### config.mk
export PLATFORM = sky130hd
export DESIGN_NAME = hp_cell
export DESIGN_NICKNAME = d
export VERILOG_FILES = /design/src/rtl/core/hp_pkg.sv /design/src/rtl/core/hp_cell.sv
export SDC_FILE = /design/constraint.sdc
export NUM_CORES = 1
export LEC_CHECK = 0
export BUFFER_PORTS_ARGS = -buffer_cell sky130_fd_sc_hd__buf_2
export CAP_MARGIN = 40
export CORE_UTILIZATION = 45
export CTS_BUF_LIST = sky130_fd_sc_hd__clkbuf_8 sky130_fd_sc_hd__clkbuf_16
export DETAILED_ROUTE_END_ITERATION = 16
export MAX_ROUTING_LAYER = met4
export PLACE_DENSITY = 0.76
export RECOVER_POWER = 100
export SYNTH_ARGS = -nofsm -noshare
export SYNTH_HDL_FRONTEND = slang
export SYNTH_SLANG_ARGS = --single-unit
### constraint.sdc
create_clock -name clk -period 2.53 [get_ports clk]
set_clock_uncertainty 0.15 [all_clocks]
set_input_delay 0.6325 -clock clk [delete_from_list [all_inputs] [get_ports clk]]
set_output_delay 0.6325 -clock clk [all_outputs]
set_load 0.05 [all_outputs]
### src/rtl/core/hp_pkg.sv
package hp_pkg;

	localparam int SLOTS     = 64;
	localparam int GEN_WIDTH = 16;
	localparam int REF_WIDTH = 16;
	localparam int KEY_WIDTH = 64;
	localparam int IDX_W     = $clog2(SLOTS);
	localparam int CNT_W     = $clog2(SLOTS + 1);

	typedef logic [KEY_WIDTH-1:0] key_t;
	typedef logic [IDX_W-1:0]     idx_t;
	typedef logic [GEN_WIDTH-1:0] gen_t;
	typedef logic [REF_WIDTH-1:0] ref_t;
	typedef logic [CNT_W-1:0]     cnt_t;
	typedef logic [1:0]           kind_t;
	typedef logic [2:0]           status_t;

	localparam kind_t KIND_GET     = 2'd0;
	localparam kind_t KIND_RETAIN  = 2'd1;
	localparam kind_t KIND_RELEASE = 2'd2;

	localparam status_t ST_REUSED   = 3'd0;
	localparam status_t ST_CREATED  = 3'd1;
	localparam status_t ST_RETAINED = 3'd2;
	localparam status_t ST_KEPT     = 3'd3;
	localparam status_t ST_FREED    = 3'd4;
	localparam status_t ST_INVALID  = 3'd5;
	localparam status_t ST_FULL     = 3'd6;

	// request token that walks the cell row
	typedef struct packed {
		logic    valid;
		kind_t   kind;
		key_t    key;
		idx_t    idx;
		gen_t    gen;
		logic    hit;
		status_t status;
		idx_t    res_idx;
		gen_t    res_gen;
		idx_t    cand_idx;
		gen_t    cand_gen;
	} tok_t;

	// slot fill broadcast from the controller
	typedef struct packed {
		logic en;
		idx_t idx;
		key_t key;
		logic fresh;
	} wr_t;

	function automatic ref_t ref_bump(ref_t c);
		return (c == '1) ? c : c + ref_t'(1);
	endfunction

endpackage

### src/rtl/core/hp_cell.sv
module hp_cell (
	input  logic         clk,
	input  logic         arst_n,
	input  hp_pkg::idx_t my_idx,
	input  hp_pkg::wr_t  wr,
	input  hp_pkg::tok_t tin,
	output hp_pkg::tok_t tout
);
	import hp_pkg::*;

	key_t key_q;
	logic live_q;
	gen_t gen_q;
	ref_t rc_q;
	tok_t tok_s1;

	key_t key_d;
	logic live_d;
	gen_t gen_d;
	ref_t rc_d;
	tok_t tok_d;

	always_comb begin
		key_d  = key_q;
		live_d = live_q;
		gen_d  = gen_q;
		rc_d   = rc_q;
		tok_d  = tin;
		if (wr.en && wr.idx == my_idx) begin
			key_d  = wr.key;
			live_d = 1'b1;
			rc_d   = ref_t'(1);
			if (wr.fresh) begin
				gen_d = '0;
			end
		end else if (tin.valid) begin
			case (tin.kind)
				KIND_GET: begin
					if (tin.cand_idx == my_idx) begin
						tok_d.cand_gen = gen_q;
					end
					if (!tin.hit && live_q && key_q == tin.key) begin
						tok_d.hit     = 1'b1;
						tok_d.status  = ST_REUSED;
						tok_d.res_idx = my_idx;
						tok_d.res_gen = gen_q;
						rc_d          = ref_bump(rc_q);
					end
				end
				KIND_RETAIN: begin
					if (tin.idx == my_idx && live_q && gen_q == tin.gen) begin
						tok_d.hit     = 1'b1;
						tok_d.status  = ST_RETAINED;
						tok_d.res_idx = my_idx;
						tok_d.res_gen = gen_q;
						rc_d          = ref_bump(rc_q);
					end
				end
				KIND_RELEASE: begin
					if (tin.idx == my_idx && live_q && gen_q == tin.gen) begin
						tok_d.hit     = 1'b1;
						tok_d.res_idx = my_idx;
						tok_d.res_gen = tin.gen;
						if (rc_q > ref_t'(1)) begin
							tok_d.status = ST_KEPT;
							rc_d         = rc_q - ref_t'(1);
						end else begin
							tok_d.status = ST_FREED;
							rc_d         = '0;
							key_d        = '0;
							live_d       = 1'b0;
							gen_d        = gen_q + gen_t'(1);
						end
					end
				end
				default: begin
				end
			endcase
		end
	end

	always_ff @(posedge clk or negedge arst_n) begin
		if (!arst_n) begin
			key_q  <= '0;
			live_q <= 1'b0;
			gen_q  <= '0;
			rc_q   <= '0;
			tok_s1 <= '0;
		end else begin
			key_q  <= key_d;
			live_q <= live_d;
			gen_q  <= gen_d;
			rc_q   <= rc_d;
			tok_s1 <= tok_d;
		end
	end

	assign tout = tok_s1;

endmodule

# [Yosys cells after proc, flatten, opt, wreduce, memory -nomap -nowiden]
# Index checks and enable logic that the tools add are counted.
[word_totals] regBits=234 out_inout_bits=137 wordCells=81
[classes] addsub=3 magnitude_cmp=1 n_eq_ne=13 muxes=35 reduce_logical=14
[ops] operator="64-bit 2-to-1 mux" count=5
[ops] operator="16-bit 2-to-1 mux" count=17
[ops] operator="26-bit 2-to-1 mux" count=5
[ops] operator="26-bit case mux with 3 select lines" count=1
[ops] operator="64-bit equality test" count=1
[ops] operator="16-bit case mux with 3 select lines" count=1
[ops] operator="16-bit by 1-bit adder with 16-bit output (second input constant)" count=2
[ops] operator="6-bit equality test" count=3
[ops] operator="16-bit equality test" count=1
[ops] operator="16-bit equality test (second input constant)" count=1
[ops] operator="16-bit by 1-bit greater-than comparator with 1-bit output (second input constant)" count=1
[ops] operator="16-bit by 1-bit subtractor with 16-bit output (second input constant)" count=1
[ops] operator="5-bit AND reduction" count=2
[ops] operator="3-bit != test (second input constant)" count=3
[ops] operator="2-bit nonzero test" count=3
[ops] operator="1-bit logical AND" count=5
[ops] operator="1-bit 2-to-1 mux" count=5
[ops] operator="2-bit != test (second input constant)" count=2
[ops] operator="4-bit AND reduction" count=1
[ops] operator="4-bit nonzero test" count=1
[ops] operator="3-bit 2-to-1 mux" count=1
[ops] operator="2-bit by 1-bit equality test with 1-bit output (second input constant)" count=1
[ops] operator="2-bit equality test (second input constant)" count=1
[ops] operator="2-bit logical NOT" count=1
[ops] operator="1-bit logical NOT" count=1

# [Depth between registers and ports, before layout]
# Gate-level depths: netlist (run 1).
[depth] word_depth=7 mapped_depth=10 ltp_nobuf=9

# [Worst setup path before layout (run 1)]
# No wires, ideal clock.
[synth_timing] kind="input to register" from="input tin[61] in the netlist's numbering" to="register rc_q[14]" setup_time_ps=122 t_arrival_ps=2515 required_time_ps=2258 slack_ps=-256 stages=8 path_cell_list="xor2_1 or4_1 or4_4 nor3b_2 a32o_2 buf_6 nand2_1 a32o_1"
[synth_via] elab_chain_cells=4 elab_cells_between_ends=5 classes_between="eq/ne (3); reduce/logical (2)"
[synth_lines] item="from (decl)" line_no="hp_cell.sv:6" source="input hp_pkg::tok_t tin,"
[synth_lines] item="16-bit equality test *" line_no="hp_cell.sv:51, hp_cell.sv:60"
[synth_lines] item="1-bit logical AND *" line_no="hp_cell.sv:51, hp_cell.sv:60"
[synth_lines] item="3-bit != test (no source line)"
[synth_lines] item="5-bit AND reduction (no source line) *"
[synth_lines] item="to (signal assigned)" line_no="hp_cell.sv:93" source="rc_q <= rc_d;"
[synth_lines] item="to (decl)" line_no="hp_cell.sv:14" source="ref_t rc_q;"
# Mark *: on every way between the ends. The rest lies on a longest branch, timed or not.
# A chain may end at the register's enable or synchronous reset.

# [Worst setup path in the final report (run 1)]
[layout_timing] from="register gen_q[15]" to="register rc_q[14]"
[layout_via] elab_chain_cells=4 elab_cells_between_ends=5 classes_between="eq/ne (3); reduce/logical (2)"
[layout_lines] item="from (decl)" line_no="hp_cell.sv:13" source="gen_t gen_q;"
[layout_lines] item="from (signal assigned)" line_no="hp_cell.sv:92" source="gen_q <= gen_d;"
[layout_lines] item="16-bit equality test *" line_no="hp_cell.sv:51, hp_cell.sv:60"
[layout_lines] item="1-bit logical AND *" line_no="hp_cell.sv:51, hp_cell.sv:60"
[layout_lines] item="3-bit != test (no source line)"
[layout_lines] item="5-bit AND reduction (no source line) *"
# Marked as above.

==> impl_results.md, run 1 <==
- Drt initial violations: 565
- Final setup viols: 98
- Max-cap violations: 0
- Hold slack final: 0.08412 ns
- Post-Route WL: 35.11 mm
- Synth Cell Area: 0.01010 mm^2
- Crit path launch type: flop
- Port Buffers: 353
- Kind of cell adding the most delay to the critical path: simple AND/OR/NAND/NOR gates
- Area growth syn-to-layout: 47.68%
- Critical path arrival: 3.07 ns
- Initial Util: 46.15%
- Slew @ Worst Pin: 0.7340 ns
- Post-route ant nets: 0
- Setup CP Type: flop to flop
- Final routed DRC violation total: 0
- Reg clk slew, reported paths: 0.06 ns
- Number of synthesized register bits: 234
- CP Capture Type: flop
- Clk sinks: 234
- Switching power: 2.946 mW
- Post-synth net total: 1074
- Vias/cell: 5.497
- Final min period: 2.818 ns
- Die height: 151.8 um
- Top Ports: 354
- Sequential Power Share: 44.0%
- Number of synthesized flops with an enable pin: 0
- Crit path max fanout: 4
- Critical path depth in cells: 8
- Clk pwr share: 35.4%
- Unrepaired setup endpoints after global routing: yes
- Core area: 0.02189 mm^2
- Worst-path cell chain: xor2_1, or4_4, or4_4, nor3b_4, a32o_2, buf_6, nand2_1, a32o_1
- Dpl cells: 1619
- Normalized max-slew margin: 51.07%
- Internal Power: 6.988 mW
- Min-Delay Path Depth: 1
- Synth Warn #: 0
- CTS tree: built
- Core Rows: 54
- Initial antenna violation count: 4
- Clk_lat worst skew: 0.53 ns
- First-pass GRT wire length: 53.87 mm
- Via count: 9306
- Root Buffer: clkbuf_16
- PnR worst setup slack: -0.2880 ns
- Worst vdd ir: 0.5283 mV
- Dpl hpwl: 25.15 mm
- Hold Crit Class: primary input to flop
- Net Sw Frac: 29.65%
- Leak: 7.315 nW
- Synth Instances: 853
- Vias in the first global route: 9714
- Status: complete, but fails checks
- Finished layout cell area: 0.01492 mm^2
- Post-layout nets: 1612
- Htree depth: 1
- Fin cells: 1693
- Fin crit share: 111.4%
- Post-synthesis sequential area ratio: 57.96%
- Avg WL per Cell: 20.74 um
- Fin. Hold Viols: 0
- PwrDens: 665.9 mW/mm^2
- Dominant synthesized flop cell: dfrtp_1
- Inserted Clock Buffers: 25
- GRT overflow: 0
- Worst path required time: 2.79 ns
- Achievable Freq: 354.9 MHz
- Worst R2R Path Depth: 8
- Die X: 151.8 um
- DRT Pass-1 Iters: 5
- Critical-path cell with the highest stage delay: or4_4
- Largest net degree at the start of global routing: 61
- Placer congestion estimate: 0.9238
- Logic pwr share: 20.5%
- Crit path buf inv count: 1
- Max-slew violations: 0
- Clk buf depth: 3
- Post-Syn Area per Cell: 11.84 um^2
- Most common cell on crit path: or4_4
- Dpl ws: -0.5724 ns
- FFs w/ async S/R, synth: 100.0%
- CP max stage delay: 0.54 ns
- Layout cells sized above 1: 44.25%
- Failing checks: setup timing
- Util after Layout: 68.15%
- GRT Overall Usage: 30.71%
- Synth unique cells: 72
- Dpl cell area: 0.01351 mm^2
- Die ar.: 0.02305 mm^2
final cells by class:
cell class	instances	area (um^2)
fillers	1637	6972
flip-flops and latches	234	5857
multi-input cells	545	4329
repair buffers	551	3456
clock buffers	32	721.9
well taps	280	350.3
inverters	34	127.6
clock inverters	12	65.06
diodes	5	12.51
flip-flops by register name, indices dropped and copies added (netlist names):
signal	flops
rc_q	16
key_q	64
gen_q	16
live_q	1
tout	137
synth_stat cells (7+ instances only):
master,count,area (um^2)
xnor2_1,83,727.0
nand2_1,63,236.5
nor4_1,13,81.33
a22o_1,64,560.5
nor3_1,14,70.07
dfrtp_1,234,5856
o21ai_0,25,125.1
nor2_1,33,123.9
a21oi_1,21,105.1
buf_2,7,35.03
a21o_1,19,142.6
mux2_2,22,247.7
nand3_1,21,105.1
or3_1,8,50.05
xor2_1,26,227.7
nand4_1,29,181.4
clkbuf_1,25,93.84
inv_1,34,127.6
cell usage in the layout, fill, tap and decap left out, types with 26 or more instances in the layout:
master,count
buf_2,280
nand4_1,29
nand2_1,60
clkbuf_16,26
clkbuf_1,72
dfrtp_1,233
a22o_1,64
nor2_1,31
inv_1,39
buf_4,164
xnor2_1,80
cell families (layout without fill, tap and decap cells):
group                      count (synthesis)  count (layout)  share of synthesized area [%]
adders and majority gates                  4               4                         0.4954
xor gates and xnor gates                 109             109                          9.450
and+or+nand+nor                          230             230                          12.73
muxes                                     23              23                          2.551
other                                      0               5                              0
DFF                                      234             234                          57.96
buffers and inverters                     74             629                          3.369
AOI/OAI and AO/OA                        179             179                          13.44
what timing repair did:
action / CTS / global route
endpoints found under the setup margin: 87 / 123
pin swaps: 24 / 23
hold endpoints to repair: 44 / 0
hold buffers: 1 / 0
resized for setup: 40 / 58
gates cloned: 4 / 1
setup buffers: 10 / 10
path summary, 6_finish.rpt:
path | slack [ns] | to | from
worst min register to register | 0.37 | key_q[24] | key_q[24]
worst max-delay path | -0.29 | rc_q[14] | gen_q[15]
max in group asynchronous | 1.00 | tout[125] | arst_n
worst min-delay path | 0.08 | tout[66] | tin[66]
min in group asynchronous | 0.47 | tout[103] | arst_n
worst max register to register | -0.29 | rc_q[14] | gen_q[15]
per-layer routing:
| metal | vias up | part of all wire [%] | global-route usage [%] |
|---|---|---|---|
| met5 | - | 0 | - |
| met2 | 417 | 50 | 50.93 |
| met4 | 0 | 3.6 | 11.05 |
| met1 | 4648 | 40 | 38.29 |
| met3 | 94 | 6.5 | 4.507 |
| li1 | 4147 | - | - |
power by group through the flow:
| stage | sequential [mW] | clock (mW) | combinational [mW] |
|---|---|---|---|
| finish | 4.38 | 3.52 | 2.04 |
| global placement | 4.41 | 0 | 1.89 |
| global route | 4.41 | 3.68 | 2.18 |
| CTS | 4.37 | 3.54 | 1.99 |
| floorplan | 4.78 | 0 | 0.715 |
| detailed placement | 4.42 | 0 | 1.93 |
worst register-to-register path, cell delays in order (launching register included):
cell	delay, ns
dfrtp_1	0.39
xor2_1	0.16
or4_4	0.54
or4_4	0.53
nor3b_4	0.26
a32o_2	0.24
buf_6	0.14
nand2_1	0.05
a32o_1	0.22
per-stage QoR:
step	power [mW]	setup TNS [ns]
CTS	9.899	-9.087
global route	10.28	-17.88
global placement	6.295	-41.50
finish	9.934	-11.56
detailed placement	6.349	-44.52
floorplan	5.499	-4.384
Power figures use the tool's default switching activity.
==> run 2, diff against run 1 <==
--- a/config.mk
+++ b/config.mk
@@ -16,3 +16,4 @@
 export SYNTH_ARGS = -nofsm -noshare
 export SYNTH_HDL_FRONTEND = slang
 export SYNTH_SLANG_ARGS = --single-unit
+export TNS_END_PERCENT = 5
==> run 2 against run 1 <==
The flow finishes with violations (capacitance limit, slew limit, setup timing). Count of clock-buffer cells in the layout shrank 4. Highest routed layer unchanged. Largest power group unchanged. Worst hold slack lost 0.015 ns. Power up 3.9%. First-iteration DRC count increased by 1.2%. Maximum frequency about the same.
==> impl_results.md, run 2 (synthesis results as in run 1) <==
- Post-route ant nets: 0
- Initial antenna violation count: 4
- Final setup viols: 41
- Worst-path cell chain: xor2_1, or4_4, or4_4, nor3b_4, a32o_2, buf_12, nor3_2, or3_1
- Top Ports: 354
- Util after Layout: 65.06%
- PwrDens: 724.5 mW/mm^2
- Vias/cell: 5.404
- CP Capture Type: flop
- GRT busiest layer: met2
- Initial Util: 46.15%
- Post-layout nets: 1589
- Max-cap violations: 1
- Min-delay src: tin[20]
- CTS tree: built
- Fin crit share: 111.3%
- GRT Overall Usage: 28.32%
- Root Buffer: clkbuf_16
- Crit path buf inv count: 1
- Dpl ws: -0.7100 ns
- Dpl cells: 1613
- Placer congestion estimate: 0.9429
- CP Launch Point: gen_q[13]
- Htree depth: 1
- Met3 global-route usage: 4.535%
- Port Buffers: 353
- Final routed DRC violation total: 0
- Drt initial violations: 572
- Die ar.: 0.02305 mm^2
- GRT overflow: 0
- Worst vdd ir: 0.6776 mV
- Clk sinks: 234
- Slew @ Worst Pin: 1.653 ns
- Worst path required time: 2.78 ns
- FF-to-FF Start: gen_q[13]
- Die height: 151.8 um
- Max-slew violations: 62
- Layout cells sized above 1: 30.16%
- Status: complete, but fails checks
- Unrepaired setup endpoints after global routing: yes
- Setup CP Type: flop to flop
- Vias in the first global route: 9235
- Critical-path cell with the highest stage delay: or4_4
- Die X: 151.8 um
- Normalized max-slew margin: -10.20%
- Core area: 0.02189 mm^2
- Fin cells: 1671
- R2r endpoint: rc_q[10]
- Met2 Use GR: 46.60%
- Area growth syn-to-layout: 40.98%
- Failing checks: capacitance limit, slew limit, setup timing
- Core Rows: 54
- GRT met1 Usage: 35.76%
- Reg clk slew, reported paths: 0.06 ns
- Fin. Hold Viols: 0
- Dpl hpwl: 24.49 mm
- DRT Pass-1 Iters: 5
- Crit path max fanout: 6
- Avg WL per Cell: 19.46 um
- Via count: 9030
- CP max stage delay: 0.54 ns
- Hold slack final: 0.06867 ns
- Clk buf depth: 3
- Final min period: 2.816 ns
- Inserted Clock Buffers: 26
- Largest net degree at the start of global routing: 63
- Clk_lat worst skew: 0.54 ns
- Most frequent cells in the layout: dfrtp_1 (234), clkbuf_1 (225), buf_4 (152)
- Achievable Freq: 355.2 MHz
- Max reg flops: 137
- Leak: 6.629 nW
- First-pass GRT wire length: 50.01 mm
- Min-Delay Endpoint: tout[20]
- R2R setup slack: -0.29 ns
- Crit path launch type: flop
- Worst R2R Path Depth: 8
- Post-Route WL: 32.52 mm
- PnR worst setup slack: -0.2857 ns
- Most common cell on crit path: or4_4
- Min-Delay Path Depth: 1
- Most common cell after layout, fill and taps aside: dfrtp_1
- Hold Crit Class: primary input to flop
- Critical path arrival: 3.06 ns
- Kind of cell adding the most delay to the critical path: simple AND/OR/NAND/NOR gates
-- run 2: changes by cell type in the layout (fill, tap and decap cells not counted), sizes merged --
| cell | before | now |
|---|---|---|
| inv | 43 | 36 |
| clkinvlp | 1 | 3 |
| clkinv | 2 | 8 |
| bufinv | 0 | 5 |
| buf | 477 | 294 |
| clkbuf | 105 | 260 |
-- run 2: worst register-to-register path: stages, from the launching register on --
cell     delay [ns]
dfrtp_1        0.39
xor2_1         0.16
or4_4          0.54
or4_4          0.46
nor3b_4        0.26
a32o_2         0.23
buf_12         0.13
nor3_2         0.03
or3_1          0.33
-- run 2: area by class of cell --
class / instances / area, um^2
Fill cell: 1780 / 7649
Clock inverter: 18 / 236.5
Tap cell: 280 / 350.3
Timing Repair Buffer: 527 / 2855
Clock buffer: 28 / 678.2
Inverter: 34 / 127.6
Antenna cell: 5 / 12.51
Multi-Input combinational cell: 545 / 4126
Sequential cell: 234 / 5856
-- run 2: how the worst max path moves through the flow --
stage | endpoint | slack (ns) | cells after the start
4_1_cts | rc_q[14] | -0.26 | 8
6_report | rc_q[10] | -0.29 | 8
3_3_place_gp | rc_q[14] | -0.63 | 9
2_1_floorplan | rc_q[14] | -0.23 | 8
3_5_place_dp | rc_q[10] | -0.71 | 9
5_1_grt | rc_q[10] | -0.36 | 8
-- run 2: where the power goes --
| group | leakage [nW] | switching, mW | internal (mW) |
|---|---|---|---|
| logic | 3.29 | 1.12 | 0.815 |
| clock network | 0.450 | 1.57 | 2.45 |
| registers | 2.89 | 0.251 | 4.11 |
| total | 6.63 | 2.94 | 7.38 |
-- run 2: stage by stage --
stage / cell area [um^2] / TNS, ns / power, mW
floorplan: 10100 / -9.799 / 5.493
global placement: 13420 / -44.70 / 6.324
detailed placement: 13420 / -47.39 / 6.379
CTS: 14440 / -4.532 / 10.42
global route: 14240 / -14.91 / 10.67
finish: 14240 / -5.648 / 10.32
-- run 2: what timing repair did --
action / in CTS / in global routing
hold buffers: 1 / 0
cloned: 0 / 0
hold endpoints to repair: 54 / 0
pin swaps: 7 / 6
endpoints found under the setup margin: 49 / 79
buffers inserted: 2 / 4
gates resized for setup: 16 / 28
-- run 2: metal layers --
layer | routed length [um] | part of all wire (%) | vias to the layer above
li1 | - | - | 4099
met1 | 13200 | 41 | 4435
met2 | 16210 | 50 | 413
met3 | 2050 | 6.3 | 83
met4 | 1053 | 3.2 | 0
met5 | 0 | 0 | -
